`config.mk`:
```
export PLATFORM = sky130hd
export DESIGN_NAME = vrp_clip
export DESIGN_NICKNAME = d
export VERILOG_FILES = /design/src/hw/rtl/vrp_pkg.sv /design/src/hw/rtl/vrp_clip.sv
export SDC_FILE = /design/constraint.sdc
export NUM_CORES = 2
export LEC_CHECK = 0
export ABC_AREA = 0
export BUFFER_PORTS_ARGS = -buffer_cell sky130_fd_sc_hd__buf_2
export CORE_MARGIN = 3
export CORE_UTILIZATION = 59
export CTS_CLUSTER_SIZE = 28
export DETAILED_ROUTE_END_ITERATION = 8
export GPL_ROUTABILITY_DRIVEN = 0
export PLACE_DENSITY = 0.78
export SLEW_MARGIN = 20
export SYNTH_ARGS = -nofsm -noshare
export SYNTH_HDL_FRONTEND = slang
export SYNTH_SLANG_ARGS = --single-unit
```
`constraint.sdc`:
```
create_clock -name clk -period 18.9 [get_ports clk]
set_clock_uncertainty 0.1 [all_clocks]
set_input_delay 2.835 -clock clk [delete_from_list [all_inputs] [get_ports clk]]
set_output_delay 2.835 -clock clk [all_outputs]
set_load 0.05 [all_outputs]
```
`src/hw/rtl/vrp_pkg.sv`:
```
// shared types, constants and widths for the vertex to raster projection block
package vrp_pkg;

	localparam int MAX_WINDOW_DIM = 4096;
	localparam int PIX_W          = 12;
	localparam int PIXEL_MAX      = (1 << PIX_W) - 1;
	localparam int DIM_W          = 13;
	localparam int COEF_W         = 16;
	localparam int POS_W          = 32;
	localparam int PROD_W         = COEF_W + POS_W;
	localparam int ACC_W          = PROD_W + 2;
	localparam int NUM_W          = ACC_W + 2;
	localparam int DEN_W          = ACC_W + 1;
	localparam int DIVD_W         = DEN_W + PIX_W;
	localparam int ROW_W          = 4 * COEF_W;
	localparam int CFG_IDX_W      = 3;

	typedef enum logic [CFG_IDX_W-1:0] {
		REG_ROW0   = 3'd0,
		REG_ROW1   = 3'd1,
		REG_ROW2   = 3'd2,
		REG_ROW3   = 3'd3,
		REG_WIDTH  = 3'd4,
		REG_HEIGHT = 3'd5
	} reg_idx_t;

	typedef enum logic [1:0] {
		SEL_ZERO = 2'd0,
		SEL_SPAN = 2'd1,
		SEL_DIV  = 2'd2
	} pix_sel_t;

	typedef struct packed {
		pix_sel_t         sel;
		logic [PIX_W-1:0] span;
	} map_ctl_t;

	// effective pixel span of a window size register
	function automatic logic [PIX_W-1:0] span_of(input logic [DIM_W-1:0] d);
		logic [DIM_W:0] e;
		e = {1'b0, d};
		if (e == '0)
			e = (DIM_W+1)'(1);
		if (e > (DIM_W+1)'(MAX_WINDOW_DIM))
			e = (DIM_W+1)'(MAX_WINDOW_DIM);
		e = e - (DIM_W+1)'(1);
		if (e > (DIM_W+1)'(PIXEL_MAX))
			e = (DIM_W+1)'(PIXEL_MAX);
		return e[PIX_W-1:0];
	endfunction

endpackage

```
`src/hw/rtl/vrp_clip.sv`:
```
// clip clamp, w raise, screen numerators and span scaling (two stages)
module vrp_clip (
	input  logic                               clk,
	input  logic                               en,
	input  logic signed [vrp_pkg::ACC_W-1:0]   cx,
	input  logic signed [vrp_pkg::ACC_W-1:0]   cy,
	input  logic signed [vrp_pkg::ACC_W-1:0]   cw,
	input  logic [vrp_pkg::PIX_W-1:0]          span_x,
	input  logic [vrp_pkg::PIX_W-1:0]          span_y,
	output logic [vrp_pkg::DIVD_W-1:0]         divd_x_s4,
	output logic [vrp_pkg::DIVD_W-1:0]         divd_y_s4,
	output logic [vrp_pkg::DEN_W-1:0]          den_s4,
	output vrp_pkg::map_ctl_t                  ctl_x_s4,
	output vrp_pkg::map_ctl_t                  ctl_y_s4
);
	import vrp_pkg::*;

	logic signed [NUM_W-1:0] w, nw, x1, x2, y1, y2, wp;
	logic signed [NUM_W-1:0] num_x_s3, num_y_s3;
	logic [DEN_W-1:0]        den_s3;
	logic signed [NUM_W-1:0] den_ext;

	always_comb begin
		w  = NUM_W'(cw);
		nw = -w;
		x1 = (NUM_W'(cx) > w) ? w : NUM_W'(cx);
		x2 = (x1 < nw) ? nw : x1;
		y1 = (NUM_W'(cy) > w) ? w : NUM_W'(cy);
		y2 = (y1 < nw) ? nw : y1;
		wp = (w > 0) ? w : NUM_W'(1);
	end

	always_ff @(posedge clk) begin
		if (en) begin
			num_x_s3 <= x2 + wp;
			num_y_s3 <= wp - y2;
			den_s3   <= {wp[DEN_W-2:0], 1'b0};
		end
	end

	assign den_ext = signed'(NUM_W'(den_s3));

	function automatic pix_sel_t pick(input logic signed [NUM_W-1:0] n,
		input logic signed [NUM_W-1:0] d);
		if (n <= 0)
			return SEL_ZERO;
		else if (n >= d)
			return SEL_SPAN;
		return SEL_DIV;
	endfunction

	always_ff @(posedge clk) begin
		if (en) begin
			divd_x_s4     <= DIVD_W'(num_x_s3[DEN_W-1:0]) * DIVD_W'(span_x);
			divd_y_s4     <= DIVD_W'(num_y_s3[DEN_W-1:0]) * DIVD_W'(span_y);
			den_s4        <= den_s3;
			ctl_x_s4.sel  <= pick(num_x_s3, den_ext);
			ctl_x_s4.span <= span_x;
			ctl_y_s4.sel  <= pick(num_y_s3, den_ext);
			ctl_y_s4.span <= span_y;
		end
	end

endmodule

```
==> out/metrics.csv <==
metric,value,unit
status,"finished, final reports clean",
min_from,den_s3[49],
critPathRequiredTime,19160,ps
grt_usage,0.342,
syn_area,62700,um^2
gr-total-overflow,0,
synth_top_cell_by_area,fa_1,
cpMostUsedCell,a21oi_1,
synth_edf_count,358,
critPathBufInv,4,
hold_violations,0,
cpLargestDelayFamily,compound AO/OA/AOI/OAI gates,
cts_tree,built,
drt-initial-drc-count,5424,
die_w,332,um
grt_pass1_vias,52640,
area_growth,6.90,%
io_pins,381,
dp.cells,8291,
syn_inst,6782,
r2r_start,num_y_s3[7],
grt_pass1_wl,294,mm
cts.hold.buffers_added,0,
fmax,67.5,MHz
dp_hpwl,150,mm
row_count,118,
r2r_slack,10540,ps
post_cts_resized,0,
synth.area.top_cells,"fa_1, edfxtp_1, ha_1",
post-cts-setup-buffers,0,
cpPeakStageDelay,1030,ps
synth_top_area_share,0.314,
clkSlewWorstSetupHoldPaths,60,ps
maxCapViolations,0,
clk_latency,640,ps
vias,51571,
drive_gt1_frac,0.0743,
synthFlopType,edfxtp_1,
start_util,0.600,
finalMaxSlewViolations,0,
crit_path_end_kind,flop,
antenna_found_initial,34,
crit_arrival,15080,ps
synth_seq_area_share,0.172,
fp.coreArea,104000,um^2
numClockSinks,358,
hold_end,den_s4[49],
hp-class,flop to flop,
die_area,110000,um^2
cts_inserted_buffers,43,
wire_per_inst,22.4,um
drc_errors,0,
port_buffers,379,
yosysWarningCount,0,
max_slew_margin,0.136,
avgSynthCellArea,9.24,um^2
rsz0062_at_grt,false,
fin_crit,14820,ps
avgViaCountPerCell,6.14,
tightest_slew,1280,ps
synth_cell_types,82,
antenna_violating_nets_post_route,0,
r2r_cells,20,
fin_cells,8397,
setup.worst_path.class,input port to flop,
grt_max_degree,90,
ys_ff_latch,358,
synth_common_cells,"nand2_1, inv_1, fa_1, ha_1, and2_1",
cp_num_cells,36,
cts_root_buffer,clkbuf_16,
startpoint_type,input port,
cp_max_fo,35,
synthMostInstantiatedCell,nand2_1,
hold-path-cell-count,0,
drt-total-wl,188,mm
die_y,332,um
drt-pass1-iter-count,7,
cts.path.max_buffers,3,
setup_viol,0,
async_reset_ff_frac,0,
nets,8726,
cts_max_level,2,
tns,0,ps
post-route-period-util,0.784,
slowest_stage,nor4_1,
reg2reg_to,divd_y_s4[55],
-- final cells by class --
cell class | count | area, um^2
multi-input combinational | 5070 | 46900
fill | 8521 | 37400
sequential | 358 | 10800
inverter | 1052 | 3950
timing repair buffer | 431 | 2300
tap | 1380 | 1730
clock buffer | 52 | 1130
clock inverter | 24 | 198
antenna | 30 | 75.1
-- per-stage QoR --
step	util	instance area, um^2	hold WS [ps]	setup WS [ps]
2_1_floorplan	-	62700	326	7260
3_3_place_gp	0.628	65600	344	4140
3_5_place_dp	0.628	65600	345	4230
4_1_cts	0.641	66900	359	4850
5_1_grt	0.642	67000	373	3730
6_report	0.642	67000	367	4080
-- per-layer routing --
layer | global-route usage | routed length [um] | part of all wire
met1 | 0.448 | 71300 | 0.38
met2 | 0.516 | 81600 | 0.43
met3 | 0.105 | 24100 | 0.13
met4 | 0.170 | 11100 | 0.059
met5 | 0.00912 | 182 | 0.00097
-- worst max path at each step --
| stage | from | to |
|---|---|---|
| final | cw[1] | num_x_s3[51] |
| after global routing | cw[1] | num_x_s3[51] |
| after CTS | cw[1] | num_x_s3[51] |
| after detailed placement | cw[1] | num_x_s3[51] |
| after global placement | cx[1] | num_x_s3[51] |
| after floorplan | cw[5] | num_x_s3[32] |
-- cells by family (layout without fill, tap and decap cells) --
group                      Yosys count  count (layout)  synth area share
other                                1              36         0.0000598
xor gates and xnor gates           244             244            0.0343
and+or+nand+nor                   2126            2126             0.159
buffers and inverters             1359            1559            0.0820
adders and majority gates         1594            1594             0.436
DFF                                358             358             0.172
AOI/OAI and AO/OA                  993             993             0.100
muxes                              107             107            0.0171
-- registers in the layout, indices dropped and copies added (netlist names) --
register,count
den_s3,50
num_x_s3,52
ctl_x_s4,14
num_y_s3,52
divd_x_s4,63
den_s4,50
ctl_y_s4,14
divd_y_s4,63
-- layout by cell type, fill, tap and decap left out, drive strengths merged, types with 6 or more instances in the layout --
cell,n
fa,982
o31a,7
nor2,215
a31oi,23
nand4,114
ha,612
xnor2,178
nor3,60
nor4,42
and3,23
nor2b,50
o21bai,35
nand2b,45
mux2i,105
a21oi,272
nand2,1112
a221oi,9
clkbuf,52
conb,6
a221o,6
a311oi,7
a2111oi,10
a21o,218
o31ai,17
or3,10
and2,371
a211o,6
buf,431
xor2,66
o211ai,15
and4,7
diode,30
nand3,56
o21a,38
edfxtp,358
clkinv,17
inv,1055
a21boi,10
o21ai,236
a211oi,38
Power is not shown: default switching activity piles up to over one toggle a cycle in this logic, so the estimate is an artifact.
