### src/hw/rtl/vrp_pkg.sv
// shared types, constants and widths for the vertex to raster projection block
package vrp_pkg;

	localparam int MAX_WINDOW_DIM = 4096;
	localparam int PIX_W          = 12;
	localparam int PIXEL_MAX      = (1 << PIX_W) - 1;
	localparam int DIM_W          = 13;
	localparam int COEF_W         = 16;
	localparam int POS_W          = 32;
	localparam int PROD_W         = COEF_W + POS_W;
	localparam int ACC_W          = PROD_W + 2;
	localparam int NUM_W          = ACC_W + 2;
	localparam int DEN_W          = ACC_W + 1;
	localparam int DIVD_W         = DEN_W + PIX_W;
	localparam int ROW_W          = 4 * COEF_W;
	localparam int CFG_IDX_W      = 3;

	typedef enum logic [CFG_IDX_W-1:0] {
		REG_ROW0   = 3'd0,
		REG_ROW1   = 3'd1,
		REG_ROW2   = 3'd2,
		REG_ROW3   = 3'd3,
		REG_WIDTH  = 3'd4,
		REG_HEIGHT = 3'd5
	} reg_idx_t;

	typedef enum logic [1:0] {
		SEL_ZERO = 2'd0,
		SEL_SPAN = 2'd1,
		SEL_DIV  = 2'd2
	} pix_sel_t;

	typedef struct packed {
		pix_sel_t         sel;
		logic [PIX_W-1:0] span;
	} map_ctl_t;

	// effective pixel span of a window size register
	function automatic logic [PIX_W-1:0] span_of(input logic [DIM_W-1:0] d);
		logic [DIM_W:0] e;
		e = {1'b0, d};
		if (e == '0)
			e = (DIM_W+1)'(1);
		if (e > (DIM_W+1)'(MAX_WINDOW_DIM))
			e = (DIM_W+1)'(MAX_WINDOW_DIM);
		e = e - (DIM_W+1)'(1);
		if (e > (DIM_W+1)'(PIXEL_MAX))
			e = (DIM_W+1)'(PIXEL_MAX);
		return e[PIX_W-1:0];
	endfunction

endpackage

### src/hw/rtl/vrp_divider.sv
// pipelined restoring divider, one quotient bit per stage, with edge select
module vrp_divider (
	input  logic                          clk,
	input  logic                          en,
	input  logic [vrp_pkg::DIVD_W-1:0]    divd,
	input  logic [vrp_pkg::DEN_W-1:0]     den,
	input  vrp_pkg::map_ctl_t             ctl,
	output logic [vrp_pkg::PIX_W-1:0]     pixel
);
	import vrp_pkg::*;

	logic [DEN_W-1:0] rem_q [PIX_W+1];
	logic [PIX_W-1:0] lo_q  [PIX_W+1];
	logic [PIX_W-1:0] quo_q [PIX_W+1];
	logic [DEN_W-1:0] den_q [PIX_W+1];
	map_ctl_t         ctl_q [PIX_W+1];

	// quotient fits in PIX_W bits, so the top part starts below the divisor
	assign rem_q[0] = divd[DIVD_W-1:PIX_W];
	assign lo_q[0]  = divd[PIX_W-1:0];
	assign quo_q[0] = '0;
	assign den_q[0] = den;
	assign ctl_q[0] = ctl;

	for (genvar i = 0; i < PIX_W; i++) begin : g_step
		logic [DEN_W:0] t;
		logic           ge;
		assign t  = {rem_q[i], lo_q[i][PIX_W-1]};
		assign ge = t >= {1'b0, den_q[i]};
		always_ff @(posedge clk) begin
			if (en) begin
				rem_q[i+1] <= ge ? DEN_W'(t - {1'b0, den_q[i]}) : t[DEN_W-1:0];
				lo_q[i+1]  <= {lo_q[i][PIX_W-2:0], 1'b0};
				quo_q[i+1] <= {quo_q[i][PIX_W-2:0], ge};
				den_q[i+1] <= den_q[i];
				ctl_q[i+1] <= ctl_q[i];
			end
		end
	end

	always_comb begin
		case (ctl_q[PIX_W].sel)
			SEL_DIV:  pixel = quo_q[PIX_W];
			SEL_SPAN: pixel = ctl_q[PIX_W].span;
			default:  pixel = '0;
		endcase
	end

endmodule

### config.mk
export PLATFORM = sky130hd
export DESIGN_NAME = vrp_divider
export DESIGN_NICKNAME = d
export VERILOG_FILES = /design/src/hw/rtl/vrp_pkg.sv /design/src/hw/rtl/vrp_divider.sv
export SDC_FILE = /design/constraint.sdc
export NUM_CORES = 2
export LEC_CHECK = 0
export CAP_MARGIN = 20
export CORE_ASPECT_RATIO = 1.4
export CORE_UTILIZATION = 59
export DETAILED_ROUTE_END_ITERATION = 16
export DONT_BUFFER_PORTS = 1
export PLACE_DENSITY_LB_ADDON = 0.15
export RECOVER_POWER = 100
export SLEW_MARGIN = 0
export SYNTH_ARGS = -nofsm -noshare
export SYNTH_HDL_FRONTEND = slang
export SYNTH_SLANG_ARGS = --single-unit
### constraint.sdc
create_clock -name clk -period 3.7 [get_ports clk]
set_clock_uncertainty 0.2 [all_clocks]
set_input_delay 0.37 -clock clk [delete_from_list [all_inputs] [get_ports clk]]
set_output_delay 0.37 -clock clk [all_outputs]
set_load 0.02 [all_outputs]
==> run summary <==
The run finished, with violations left. The final reports fail on hold timing, capacitance limit, slew limit, setup timing. By startpoint and endpoint, the worst setup path is classified as reg -> reg.

The register cell area after layout is roughly 43000 µm². The adder-cell share of the synthesized area came out at about a tenth. The global-route track usage on met2 came out at a little over three fifths.

In this run the worst path has a maximum fanout of 5. The part of the Yosys area used for sequential elements came out at ~52%. The total number of yosys warnings is 0. The clock drives ~1400 sinks.

The standby leakage power came out at around 48 nW. The DRC violation total after the first TritonRoute iteration is between 4000 and 5000. The number of max-slew violations in the final report is roughly 680. Leaving out fill and tap cells, the most frequent cell in the layout is buf_4. The detailed-route DRC error count is 0. Setup repair after global routing could not meet its margin everywhere. The slew at the pin closest to its max-slew limit is between 3 and 4 ns. The end of the critical path is g_step[11].t[27].

The mean routed wirelength per cell came out at roughly 21 µm. Once routing completed, OpenROAD measured the worst setup slack at -0.4194 ns. The depth of the most critical reg-to-reg path came out at 17. Ranked by total cell area, the synthesized netlist is headed by edfxtp_1 (52%), ha_1 (9.2%), a21oi_1 (4.9%). Global routing consumed, on the met3 layer, approximately 3.4% of the routing resources. The fill cell total of the finished layout is about 8400. The largest total area in the synthesized netlist belongs to edfxtp_1. The path category of the worst min-delay check is in -> reg. In this run the remaining antenna-violating nets after routing total 0.

The count of TritonRoute iterations in the first routing pass came out at 6. The number of violations of the max-capacitance limit came out at 3. The detailed placer's ending HPWL came out at 168300 µm. The area of the core is ~140000 µm². The multiplexer fraction of the synthesized cell area is about 1.7%. CTS built an H-tree with a depth of 4. The clock slew at the register clock pins of the worst setup and hold paths is ~0.07 ns.

The worst setup path is captured at a register. The area occupied by multi-input gates is approximately 39000 µm². The total I/O pin count is between 100 and 150. After technology mapping, the gate count stands at ~7800.

The detail-routed via count per cell came out at ~5.9. From synthesis to final layout, the design area changed by 32.30%. STA puts the critical path data required time at 4.04 ns. Leaving out fill and tap cells, the most frequent cells in the layout are buf_4 (1497), edfxtp_1 (1434), inv_1 (760). The final worst hold slack came out at -0.07490 ns. The most congested layer reported by global routing is met2. The worst setup path is launched from a register.

The most critical setup path has its startpoint at g_step[10].t[0]. After synthesis, the largest family of logic cells by area is compound AO/OA/AOI/OAI gates. The global-route met1 utilization is between 20% and 30%. The number of buffers added on ports is 0. The final global-route overflow total came out at 0. The width of the chip is 320.0 µm. The count of state elements after synthesis is 1434. The fraction of synthesized cell area in xor and xnor cells is roughly 5.3%. The number of antenna violations at the first check in global routing came out at 6. The final number of hold-violating endpoints came out at 8. The total vias in the final route came out at approximately 69000. The floorplan die height came out at approximately 450 µm. The final critical-path share of the clock period is 111.3%.

The worst register-to-register path ends at g_step[11].t[27]. The number of buffers created by CTS came out at between 100 and 150. The wire length of the first global-routing pass came out at 355800 µm. The number of global-route vias before repair came out at roughly 71000. The highest clock frequency the design can meet came out at approximately 240 MHz.

The mean instance size in the synthesized netlist is roughly 11 µm². The share of the core filled with cells in the final layout is between 70% and 80%. The total routing resource utilization after global routing came out at approximately a third. The net count after synthesis came out at 8590.

The worst slack after detailed placement is -0.9591 ns. The initial core utilization came out at 59.37%. The final estimated routing congestion in global placement came out at between 1 and 1.5. The slack of the worst reg-to-reg path is -0.42 ns. The netlist uses 99 different library cells. The area of the mapped netlist came out at between 80000 and 90000 µm². For the worst setup path, the data arrival time is 4.46 ns. The fraction of layout cells with a size suffix above 1 is around 28%.

Summing the areas of all compound-gate instances in the mapped netlist gives between 15 and 20% of the synthesized area. The count of final setup violators is ~550. The initialized floorplan defines roughly 160 standard-cell rows. For this run, the leading register cell type out of synthesis is edfxtp_1. The clock tree root buffer cell is clkbuf_16.

The clock period minus final worst setup slack came out at approximately 4.1 ns. The clock latency at the later pin of the worst-skew pair is a little over 0.8 ns. Entering global routing, the biggest net connects between 300 and 400 pins. The die covers approximately 140000 µm². The number of enable-type register cells in the synthesized netlist is about 1400.

The worst slew margin relative to its limit is -122.1%. The fraction of the mapped netlist area in simple logic gates is between 9 and 10%. The share of synthesized area in the top cell type comes to between 50% and 60%.

In this run the critical register-to-register path is launched from g_step[10].t[0]. The CTS tree is done. The async set-or-reset flop fraction in the synthesized netlist came out at 0%.

Across the VDD grid, the largest voltage drop is ~0.44 mV. For this design the ratio of total power to cell area is about 880 nW/µm². The buffer levels on the longest clock path came out at 3. The total number of nets in the final design came out at roughly 11000. The final layout contains routed wiring with a total length of 252900 µm.
## per-layer routing
metal	vias up	wire, µm
met4	0	27990
met3	1197	10150
li1	32651	-
met1	32635	78880
met2	2810	135800
met5	-	0
## power breakdown
group,switching (mW),internal [mW]
sequential,2.39,23.8
clock,6.45,8.99
combinational,28.3,26.9
total,37.2,59.7
## final cells by class
type	count	area share, %
clock inverters	101	1.226
flip-flops and latches	1434	38.96
well taps	1815	2.054
repair buffers	2108	16.16
multi-input cells	5363	35.65
diodes	24	0.05433
clock buffers	159	3.272
inverters	770	2.619
## sequential cells by signal, summed over array words and instances (netlist names)
signal and cells:
lo_q 55, quo_q 78, den_q 561, ctl_q 168
g_step.t 572
## synthesized netlist by cell type, types with 52 or more instances
cell type,instances
nor2_1,481
a21o_1,334
clkbuf_1,186
mux2_2,118
xnor2_1,298
nand3_1,94
ha_1,614
a21oi_1,812
o31ai_1,52
edfxtp_1,1434
and3_1,55
o21a_1,60
nor2b_1,84
nand2_1,628
nor3_1,71
o21ai_0,538
xor2_1,207
nand4_1,154
o21bai_1,103
nand2b_1,59
inv_1,767
## critical path, cell delays in order, from the launching register on
cell and delay [ns]:
edfxtp_1 0.37, buf_4 0.17, inv_1 0.06, ha_1 0.20
fa_1 0.23, nor2b_1 0.07, o21ai_2 0.25, a21oi_2 0.12
o221ai_2 0.28, a21oi_1 0.13, buf_4 0.20, a211oi_1 0.46
o311ai_0 0.18, buf_4 0.18, a31o_2 0.25, a21oi_1 0.18
xnor2_1 0.07, mux2_2 0.26
## timing repair
action,4_1_cts,5_1_grt
endpoints found under the hold margin,153,2
endpoints found under the setup margin,520,564
setup buffers,59,75
pin swaps,94,132
cloned,14,30
gates resized for setup,318,571
hold buffers,195,2
## how the worst min path moves through the flow
stage,startpoint,to,slack (ns),depth (start not counted)
floorplan,ctl_q[14],ctl_q[0],0.20,0
global placement,ctl_q[102],ctl_q[88],0.20,0
detailed placement,ctl_q[24],ctl_q[10],0.20,0
CTS,den[0],den_q[561],-0.59,0
global route,en,quo_q[48],0.02,1
finish,en,quo_q[48],-0.07,1
## metrics by stage
stage | area, µm² | power (mW) | TNS [ns] | hold WS, ns | std cells
floorplan | 83550 | 52.37 | 0 | 0.2003 | 7835
global placement | 98150 | 70.17 | -209.37 | 0.2001 | 11125
detailed placement | 98150 | 71.41 | -254.32 | 0.2045 | 11125
CTS | 107300 | 90.80 | -75.93 | -0.5868 | 11652
global route | 110500 | 101.8 | -198.44 | 0.02321 | 11773
finish | 110500 | 96.86 | -115.40 | -0.07490 | 11774
## kinds of logic after synthesis
logic type / count (synthesis)
simple gates: 1781
buf+inv: 1038
flops: 1434
compound gates: 2329
fa+ha+maj: 625
mux: 123
xor+xnor: 505
(Power assumes the default switching activity.)
